$ cat config.mk
export PLATFORM = sky130hd
export DESIGN_NAME = tpb_front
export DESIGN_NICKNAME = d
export VERILOG_FILES = /design/src/two_plane_blitter_with_layer_masks_defines.svh /design/src/tpb_pkg.sv /design/src/tpb_front.sv
export SDC_FILE = /design/constraint.sdc
export NUM_CORES = 1
export LEC_CHECK = 0
export BUFFER_PORTS_ARGS = -buffer_cell sky130_fd_sc_hd__buf_2
export CAP_MARGIN = 20
export CELL_PAD_IN_SITES_DETAIL_PLACEMENT = 0
export CELL_PAD_IN_SITES_GLOBAL_PLACEMENT = 2
export CORE_ASPECT_RATIO = 0.8
export CORE_UTILIZATION = 35
export DETAILED_ROUTE_END_ITERATION = 8
export MAX_ROUTING_LAYER = met4
export PLACE_DENSITY = 0.74
export SETUP_SLACK_MARGIN = 0.1
export SKIP_LAST_GASP = 1
export SYNTH_ARGS = -nofsm -noshare
export SYNTH_HDL_FRONTEND = slang
export SYNTH_SLANG_ARGS = --single-unit
$ cat constraint.sdc
create_clock -name clk_i -period 3 [get_ports clk_i]
set_input_delay 0.6 -clock clk_i [delete_from_list [all_inputs] [get_ports clk_i]]
set_output_delay 0.6 -clock clk_i [all_outputs]
set_load 0.1 [all_outputs]
$ cat src/two_plane_blitter_with_layer_masks_defines.svh
// Assertion helpers used by the top-level file of this block.
`ifndef TWO_PLANE_BLITTER_WITH_LAYER_MASKS_DEFINES_SVH
`define TWO_PLANE_BLITTER_WITH_LAYER_MASKS_DEFINES_SVH

// Same-cycle implication, checked outside reset.
`define TPB_ASSERT_IMPL(label, clk, rst_n, ante, cons) \
  label: assert property (@(posedge clk) disable iff (!rst_n) (ante) |-> (cons)) \
    else $error("assertion failed: ante implies cons");

// Next-cycle implication, checked outside reset.
`define TPB_ASSERT_NEXT(label, clk, rst_n, ante, cons) \
  label: assert property (@(posedge clk) disable iff (!rst_n) (ante) |=> (cons)) \
    else $error("assertion failed: ante implies cons one cycle later");

`endif

$ cat src/tpb_pkg.sv
package tpb_pkg;

  localparam int RamAw      = 14;
  localparam int RamWords   = 1 << RamAw;
  localparam int RomPlaneAw = 13;
  localparam int RomPlaneSz = 1 << RomPlaneAw;
  localparam int QDepth     = 2;  // must be a power of two
  localparam int QPtrW      = $clog2(QDepth);

  localparam logic [RamAw-1:0] RowStride = RamAw'(256);

  typedef enum logic [1:0] {
    ACT_BYTE_WRITE = 2'd0,
    ACT_BLIT       = 2'd1,
    ACT_ROM_LOAD   = 2'd2,
    ACT_READ       = 2'd3
  } act_e;

  typedef enum logic [1:0] {
    CFG_BLIT_SOURCE = 2'd0,
    CFG_BLIT_DEST   = 2'd1,
    CFG_BLIT_WIDTH  = 2'd2,
    CFG_LAYER_MASK  = 2'd3
  } cfg_idx_e;

  typedef struct packed {
    logic [1:0]  action;
    logic [13:0] address;
    logic [7:0]  byte_value;
    logic [7:0]  blit_height;
  } in_item_t;

  typedef struct packed {
    logic [31:0] read_word;
    logic        was_read;
  } result_t;

  typedef struct packed {
    logic [15:0] blit_source;
    logic [15:0] blit_dest;
    logic [7:0]  blit_width;
    logic [3:0]  layer_mask;
  } cfg_t;

  typedef struct packed {
    act_e        op;
    logic [13:0] address;
    logic [7:0]  byte_value;
    logic [7:0]  blit_height;
  } q_item_t;

  typedef struct packed {
    logic clearing;
    logic pop;
  } back_stat_t;

  // Each low bit gives a 0x55 pattern and each high bit a 0xaa pattern in its byte lane.
  function automatic logic [31:0] expand_pix(input logic [7:0] v);
    logic [31:0] p;
    p = '0;
    for (int l = 0; l < 4; l++) begin
      p[8*l +: 8] = (v[l] ? 8'h55 : 8'h00) | (v[l+4] ? 8'haa : 8'h00);
    end
    return p;
  endfunction

  function automatic logic [31:0] lane_sel(input logic [3:0] m);
    logic [7:0] b;
    b = (m[3] ? 8'h30 : 8'h00) | (m[2] ? 8'hc0 : 8'h00) |
        (m[1] ? 8'h03 : 8'h00) | (m[0] ? 8'h0c : 8'h00);
    return {4{b}};
  endfunction

  function automatic logic [3:0] widen_mask(input logic [3:0] m);
    return {{2{|m[3:2]}}, {2{|m[1:0]}}};
  endfunction

endpackage

$ cat src/tpb_front.sv
module tpb_front (
  input  logic                clk_i,
  input  logic                rst_ni,
  input  logic                start_i,
  input  tpb_pkg::in_item_t   item_i,
  input  logic                cfg_we_i,
  input  logic [1:0]          cfg_index_i,
  input  logic [15:0]         cfg_data_i,
  input  tpb_pkg::back_stat_t stat_i,
  output logic                busy_o,
  output logic                q_valid_o,
  output tpb_pkg::q_item_t    q_item_o,
  output tpb_pkg::cfg_t       cfg_o
);
  import tpb_pkg::*;

  q_item_t          fifo_q [QDepth];
  logic [QPtrW-1:0] wr_ptr_q, rd_ptr_q;
  logic [QPtrW:0]   count_q, count_d;
  cfg_t             cfg_q;
  logic             push;
  q_item_t          new_item;

  assign busy_o    = (count_q == (QPtrW + 1)'(QDepth)) | stat_i.clearing;
  assign push      = start_i & ~busy_o;
  assign q_valid_o = (count_q != '0);
  assign q_item_o  = fifo_q[rd_ptr_q];
  assign cfg_o     = cfg_q;

  always_comb begin
    new_item.op          = act_e'(item_i.action);
    new_item.address     = item_i.address;
    new_item.byte_value  = item_i.byte_value;
    new_item.blit_height = item_i.blit_height;
  end

  always_comb begin
    count_d = count_q;
    if (push && !stat_i.pop) begin
      count_d = count_q + 1'b1;
    end else if (!push && stat_i.pop) begin
      count_d = count_q - 1'b1;
    end
  end

  always_ff @(posedge clk_i or negedge rst_ni) begin
    if (!rst_ni) begin
      wr_ptr_q <= '0;
      rd_ptr_q <= '0;
      count_q  <= '0;
      cfg_q    <= '0;
    end else begin
      count_q <= count_d;
      if (push) begin
        wr_ptr_q <= wr_ptr_q + 1'b1;
      end
      if (stat_i.pop) begin
        rd_ptr_q <= rd_ptr_q + 1'b1;
      end
      if (cfg_we_i) begin
        unique case (cfg_idx_e'(cfg_index_i))
          CFG_BLIT_SOURCE: cfg_q.blit_source <= cfg_data_i;
          CFG_BLIT_DEST:   cfg_q.blit_dest   <= cfg_data_i;
          CFG_BLIT_WIDTH:  cfg_q.blit_width  <= cfg_data_i[7:0];
          CFG_LAYER_MASK:  cfg_q.layer_mask  <= cfg_data_i[3:0];
          default: ;
        endcase
      end
    end
  end

  always_ff @(posedge clk_i) begin
    if (push) begin
      fifo_q[wr_ptr_q] <= new_item;
    end
  end

endmodule

# Yosys cells after proc, flatten, opt, wreduce, memory -nomap -nowiden
# Memories as Yosys holds them, arrays and structs flattened.
# Index checks and enable logic that the tools add are counted.
# op_classes
n_addsub,4
n_eq_ne,4
muxes,4
bitwise,3
n_reduce_logical,11
# op_table
op,count
$reduce_and 2->1,4
$eq 2x2->1 const B,3
$mux 2,2
$reduce_bool 2->1,2
$add 1x1->1 const B,2
$add 2x1->2 const B,1
$eq 2x1->1 const B,1
$logic_and 1x1->1,2
$logic_not 1->1,2
$logic_not 2->1,1
$mux 1,2
$sub 2x1->2 const B,1
$and 1x1->1,1
$not 1->1,1
$or 1x1->1,1
# totals
reg_bits,48
mem_bits_rw,64
input_bits,56
word_cells,34
n_memories,1
# mem_list
memory,depth,width,rd,rd_clocked_by_memory_dff,wr,line,text
fifo_q,2,32,1,0,1,tpb_front.sv:17,q_item_t fifo_q [QDepth];

# Depth between registers and ports, before layout
# Gate-level depths: netlist of run 1.
# logic_depth
depth_word,8
depth_mapped,7
mapped_depth_nobuf,7

# Least setup slack after synthesis of run 1
# No wires, ideal clock.
# synth_path
kind,input to register
from,in stat_i[1] in the netlist's numbering
to,"mem fifo_q[0][0] in the netlist's numbering, enable pin"
setup_ps,421
arrival_ps,2151
required_ps,2579
setup_slack_ps,428
cell_stages,3
cell_sequence,inv_1 o211ai_1 nor2_1
# synth_via
elab_chain_cells,5
# synth_lines
element,line,text
"start, declared",tpb_front.sv:9,"input tpb_pkg::back_stat_t stat_i,"
$or 1x1->1,tpb_front.sv:24,assign busy_o = (count_q == (QPtrW + 1)'(QDepth)) | stat_i.clearing;
$not 1->1,tpb_front.sv:25,assign push = start_i & ~busy_o;
$and 1x1->1,tpb_front.sv:25,
$mux 1,tpb_front.sv:73,if (push) begin
$mux 1 (not written as such),tpb_front.sv:74,fifo_q[wr_ptr_q] <= new_item;
"end, declared",tpb_front.sv:17,
# Every way passes these cells.

==> metrics.txt, run 1 <==
Initial Utilization=36.1%; Clock Latency Late Sink=0.34 ns; Final Skew=0.00456 ns; Final setup violation count=0; number of global-route vias before repair=2,438; Core Region=11,600 um^2; H-tree depth=3; Placer Congestion=0.680; worst hold path class=primary input to asynchronous set/reset pin; Post-synth EDFFs=64; status=finished clean; Final nets=416; PortBufs=133; Top Ports=134; die area=12,400 um^2; Async SR Flop Fraction=42.9%; post-CTS resize count=0; DRT Pass-1 Iters=4; prevailing post-synth register cell=edfxtp_1; Mapped Area=4170 um^2; final non-filler cell total=512; Final Hold Fails=0; FF+latch count, synth=112; largest net degree at the start of global routing=49; Syn. warnings=0; Root Buffer=clkbuf_16; row count=35; Synth Instances=216; drt wl/cell=15.7 um; die extent in y=99.6 um; post-synth top area share=46.1%; Slew headroom=66.2%; Die Wd=124 um; largest cells by area after synthesis=edfxtp_1 46%, dfrtp_1 29%, mux2_2 21%; R2R Setup Slk=1.39 ns; FF+latch area=3120 um^2; DPL Wire Length=5.53 mm; area taken by multi-input logic gates=992 um^2; routed via count=2,378; hold buffer count at CTS=0; Hold WS=0.179 ns; syn nets=273; Synth top cells by count=76 x mux2_2, 64 x edfxtp_1, 48 x dfrtp_1, 6 x inv_1; post-synthesis sequential area ratio=74.9%; DRT iter0 DRCs=127; number of remaining DRC errors=0; Fillers=1,061; CTS sink cnt=112; Detail Route met3 WL=765 um; grt total ovfl=0; Crit Path Max Fanout=33; Worst setup SP type=register; placed insts=495; final core occ=46.0%; Post-DRT Antenna Nets=0; Tightest Pin Transition=0.504 ns; area delta synth->final=27.5%; count leader, synth=mux2_2; RSZ-0062 raised after global routing=no; n_diodes=0; layout cells sized above 1=64.0%; clock slew seen by the registers of the worst setup and hold paths=0.07 ns; count of cell types in the netlist=19; min cycle time layout=2.38 ns; TritonCTS clock tree=built; period utilisation layout=79.4%; pins over their slew limit=0; initial antenna violation count=0; Setup TNS=0 ns; Metal-1 WL=3.53 mm; CTS Buf Count=9; DR top layer=met4; arrival time worst endpoint=1.78 ns; GRT Resource Usage Total=14.2%; Synth Area per Inst=19.3 um^2; Vias/cell=4.64; met2 WL=3.67 mm; total of max-cap violations=0; Worst setup EP type=output pin; drt total wl=8.06 mm; post-CTS setup buffers=0; WP data required=2.40 ns; dominant cell type by area after synthesis=edfxtp_1; CTS max path bufs=2; first-pass GRT wire length=12.4 mm; CP Class=register to output pin; FMAX=420 MHz
cells by family (layout without fill, tap and decap cells):
group                    count (synthesis)  count (layout)  share of synthesized area, %
flip-flops                             112             112                          74.9
multiplexers                            76              76                          20.5
buffers and inverters                   12             160                          1.53
AND/OR/NAND/NOR                          8               8                          1.44
XOR/XNOR                                 5               5                          1.05
AO/OA/AOI/OAI                            2               2                         0.300
adder cells (fa/ha/maj)                  1               1                         0.300
worst max-delay path, stage by stage (launching register included):
cell,delay [ns]
dfrtp_1,0.33
buf_4,0.40
mux2_2,0.41
buf_2,0.30
per-layer routing:
layer  vias up  GRT usage [%]
li1       1089              -
met1      1186           16.7
met2        94           21.5
met3         9           6.14
met4         0           4.95
met5         -              -
registers in the layout (all words and copies together) (netlist names):
register  count
wr_ptr_q      1
count_q       2
rd_ptr_q      1
cfg_o        44
fifo_q       64
placed cells by master, fill, tap and decap left out, drive strengths merged:
master,instances
inv,8
ha,1
and3,1
clkinv,2
nor3b,1
edfxtp,64
clkinvlp,3
xor2,2
a21oi,1
nand2,1
clkbuf,9
mux2,76
o211ai,1
xnor2,3
dfrtp,48
buf,138
nor2,2
nand3b,2
nand3,1
final cells by class:
type	count	share of cell area [%]
inverters	6	0.423
clock inverters	7	1.06
multi-input cells	92	18.7
well taps	148	3.48
repair buffers	138	13.5
clock buffers	9	4.23
flip-flops and latches	112	58.7
stage by stage:
stage                     setup WS, ns  instance area [um^2]
after floorplan                  0.428                  4170
after global placement           0.976                  5020
after detailed placement         0.971                  5020
after CTS                        0.580                  5300
after global routing             0.522                  5320
final                            0.618                  5320
worst paths after layout:
kind	from	end	cells past startpoint
max	rd_ptr_q$_DFFE_PN0P_	q_item_o[15]	3
min	rst_ni	cfg_o[26]$_DFFE_PN0P_	1
max reg2reg	count_q[0]$_DFFE_PN0P_	count_q[1]$_DFFE_PN0P_	6
min reg2reg	cfg_o[16]$_DFFE_PN0P_	cfg_o[16]$_DFFE_PN0P_	1
max in group asynchronous	rst_ni	count_q[1]$_DFFE_PN0P_	2
min in group clk_i	item_i[18]	fifo_q[0][18]$_DFFE_PP_	1
Power of run 1 is not shown: default switching activity piles up to over one toggle a cycle in this logic, so the estimate is an artifact.
==> run 2, diff against run 1 <==
--- a/config.mk
+++ b/config.mk
@@ -5,15 +5,16 @@
 export SDC_FILE = /design/constraint.sdc
 export NUM_CORES = 1
 export LEC_CHECK = 0
+export ABC_AREA = 1
 export BUFFER_PORTS_ARGS = -buffer_cell sky130_fd_sc_hd__buf_2
 export CAP_MARGIN = 20
 export CELL_PAD_IN_SITES_DETAIL_PLACEMENT = 0
 export CELL_PAD_IN_SITES_GLOBAL_PLACEMENT = 2
 export CORE_ASPECT_RATIO = 0.8
-export CORE_UTILIZATION = 35
+export CORE_UTILIZATION = 34
 export DETAILED_ROUTE_END_ITERATION = 8
 export MAX_ROUTING_LAYER = met4
-export PLACE_DENSITY = 0.74
+export PLACE_DENSITY = 0.76
 export SETUP_SLACK_MARGIN = 0.1
 export SKIP_LAST_GASP = 1
 export SYNTH_ARGS = -nofsm -noshare
==> constraint.sdc (replaced) <==
create_clock -name clk_i -period 2.44 [get_ports clk_i]
set_input_delay 0.488 -clock clk_i [delete_from_list [all_inputs] [get_ports clk_i]]
set_output_delay 0.488 -clock clk_i [all_outputs]
set_load 0.1 [all_outputs]
==> metrics.txt, run 2 <==
min cycle time layout=2.17 ns; DRT iter0 DRCs=130 (was 127); CTS max path bufs=2 (unchanged); post-CTS resize count=0 (unchanged); DRT Pass-1 Iters=6 (was 4); IR drop worst, VDD=0.825 mV; Mapped Area=4270 um^2 (was 4170 um^2); DPL Wire Length=6.04 mm (was 5.53 mm); worst hold path class=primary input to asynchronous set/reset pin (unchanged); Top Ports=134 (unchanged); Final Skew=0.0124 ns (was 0.00456 ns); largest net degree at the start of global routing=49 (unchanged); leading cell type in the layout, fill and taps excluded=buf_2 (unchanged); WP data required=1.95 ns (was 2.40 ns); arrival time worst endpoint=1.69 ns (was 1.78 ns); hold buffer count at CTS=0 (unchanged); die area=13,000 um^2 (was 12,400 um^2); Core Region=12,200 um^2 (was 11,600 um^2); post-synthesis sequential area ratio=73.2% (was 74.9%); Pwr Density=1390 nW/um^2; most frequent cells in the layout=101 x buf_2, 64 x edfxtp_1, 53 x nand2_1 (was 133 x buf_2, 76 x mux2_2, 64 x edfxtp_1); CTS Buf Count=9 (unchanged); FF+latch count, synth=112 (unchanged); n_diodes=0 (unchanged); drt total wl=8.67 mm (was 8.06 mm); grt total ovfl=0 (unchanged); Final setup violation count=0 (unchanged); CP Class=register to output pin (unchanged); Worst setup SP type=register (unchanged); count leader, synth=edfxtp_1 (was mux2_2); count of cell types in the netlist=19 (unchanged); Crit Path Max Fanout=33 (unchanged); Syn. warnings=0 (unchanged); Final nets=487 (was 416); Root Buffer=clkbuf_16 (unchanged); Initial Utilization=34.9% (was 36.1%); prevailing post-synth register cell=edfxtp_1 (unchanged); Leak=2.61 nW; period utilisation layout=89.1%; GRT Resource Usage Total=13.8% (was 14.2%); area delta synth->final=38.1% (was 27.5%); Setup TNS=0 ns (unchanged); pins over their slew limit=0 (unchanged); drt wl/cell=14.3 um (was 15.7 um); Vias/cell=4.29 (was 4.64); Async SR Flop Fraction=42.9% (unchanged); final instance area=5890 um^2 (was 5320 um^2); most flop-heavy register=fifo_q (unchanged); status=finished clean (unchanged); routed via count=2,598 (was 2,378); H-tree depth=3 (unchanged); FMAX=460 MHz; Post-DRT Antenna Nets=0 (unchanged); Synth Instances=291 (was 216); Worst setup EP type=output pin (unchanged); first-pass GRT wire length=13.2 mm (was 12.4 mm); Final Hold Fails=0 (unchanged); Synth Area per Inst=14.7 um^2 (was 19.3 um^2); final setup margin=0.267 ns (was 0.618 ns); placed cell area=5570 um^2 (was 5020 um^2); final core occ=48.3% (was 46.0%); dominant cell type by area after synthesis=edfxtp_1 (unchanged); row count=36 (was 35); Post-synth EDFFs=64 (unchanged); final non-filler cell total=606 (was 512); Placer Congestion=0.708 (was 0.680); Slew headroom=58.6% (was 66.2%); post-CTS setup buffers=0 (unchanged); post-synth top area share=45.1% (was 46.1%); clock slew seen by the registers of the worst setup and hold paths=0.08 ns (was 0.07 ns); TritonCTS clock tree=built (unchanged); Synth top cells by count=64 x edfxtp_1, 53 x nand2_1, 48 x dfrtp_1, 32 x mux2_2, 27 x inv_1 (was 76 x mux2_2, 64 x edfxtp_1, 48 x dfrtp_1, 6 x inv_1); PortBufs=133 (unchanged); Hold WS=0.226 ns (was 0.179 ns); Die Wd=127 um (was 124 um); Tightest Pin Transition=0.621 ns (was 0.504 ns); largest cells by area after synthesis=edfxtp_1 45%, dfrtp_1 28%, mux2_2 8.4% (was edfxtp_1 46%, dfrtp_1 29%, mux2_2 21%); number of global-route vias before repair=2,529 (was 2,438); total of max-cap violations=0 (unchanged); Fillers=1,106 (was 1,061); layout cells sized above 1=47.1% (was 64.0%); RSZ-0062 raised after global routing=no (unchanged); CTS sink cnt=112 (unchanged); max reg flops=64 (unchanged); initial antenna violation count=0 (unchanged); pre-CTS WS=0.608 ns (was 0.971 ns); total power=8.16 mW; placed insts=590 (was 495); die extent in y=102 um (was 99.6 um); Clock Latency Late Sink=0.34 ns (about the same); syn nets=348 (was 273); number of remaining DRC errors=0 (unchanged)
-- run 2: changes by cell type in the layout (fill, tap and decap cells not counted), sizes merged, moves of 2 or more --
cell / change
nand3: +5
inv: +23
xnor2: -2
nand4: +2
nand3b: -2
o21ai: +44
nand2: +52
clkinvlp: -3
mux2: -44
-- run 2: metal layers --
metal	share of wire (%)	global-route usage (%)	routed length, um
met3	3.5	2.67	304
met2	50	21.9	4340
met4	0.61	4.12	53
met1	46	18.1	3970
met5	0	-	0
-- run 2: final timing paths --
check | startpoint | to | slack [ns] | cells past startpoint
setup reg to reg | count_q[0]$_DFFE_PN0P_ | fifo_q[1][14]$_DFFE_PP_ | 0.83 | 5
hold reg to reg | cfg_o[24]$_DFFE_PN0P_ | cfg_o[24]$_DFFE_PN0P_ | 0.48 | 2
max in group asynchronous | rst_ni | cfg_o[13]$_DFFE_PN0P_ | 1.78 | 2
setup / recovery | rd_ptr_q$_DFFE_PN0P_ | q_item_o[20] | 0.27 | 3
hold / removal | rst_ni | cfg_o[23]$_DFFE_PN0P_ | 0.23 | 2
min in group clk_i | item_i[26] | fifo_q[1][26]$_DFFE_PP_ | 0.32 | 1
-- run 2: area by class of cell --
type	instances	area [um^2]	area share (%)
multi-input combinational	141	938	15.9
timing repair buffer	139	1190	20.2
clock buffer	9	225	3.82
sequential	112	3120	53.0
tap	171	214	3.63
inverter	27	101	1.72
clock inverter	7	97.6	1.66
-- run 2: power by group --
group / internal, mW / leakage, nW / switching, mW / total, mW
Sequential: 2.30 / 1.18 / 0.106 / 2.41
Clock: 0.833 / 0.159 / 0.720 / 1.55
Combinational: 1.17 / 1.27 / 3.03 / 4.20
Total: 4.30 / 2.61 / 3.86 / 8.16
-- run 2: worst max-delay path: stages, from the launching register on --
cell	delay (ns)
dfrtp_1	0.33
buf_4	0.39
mux2_2	0.43
buf_12	0.17
-- run 2: kinds of logic (layout without fill, tap and decap cells) --
group / after synthesis / in the layout / synth area share, %
multiplexers: 32 / 32 / 8.45
adder cells (fa/ha/maj): 1 / 1 / 0.293
AO/OA/AOI/OAI: 44 / 44 / 6.40
AND/OR/NAND/NOR: 62 / 62 / 6.28
flip-flops: 112 / 112 / 73.2
XOR/XNOR: 2 / 2 / 0.411
buffers and inverters: 38 / 182 / 4.96
Power figures use the tool's default switching activity.
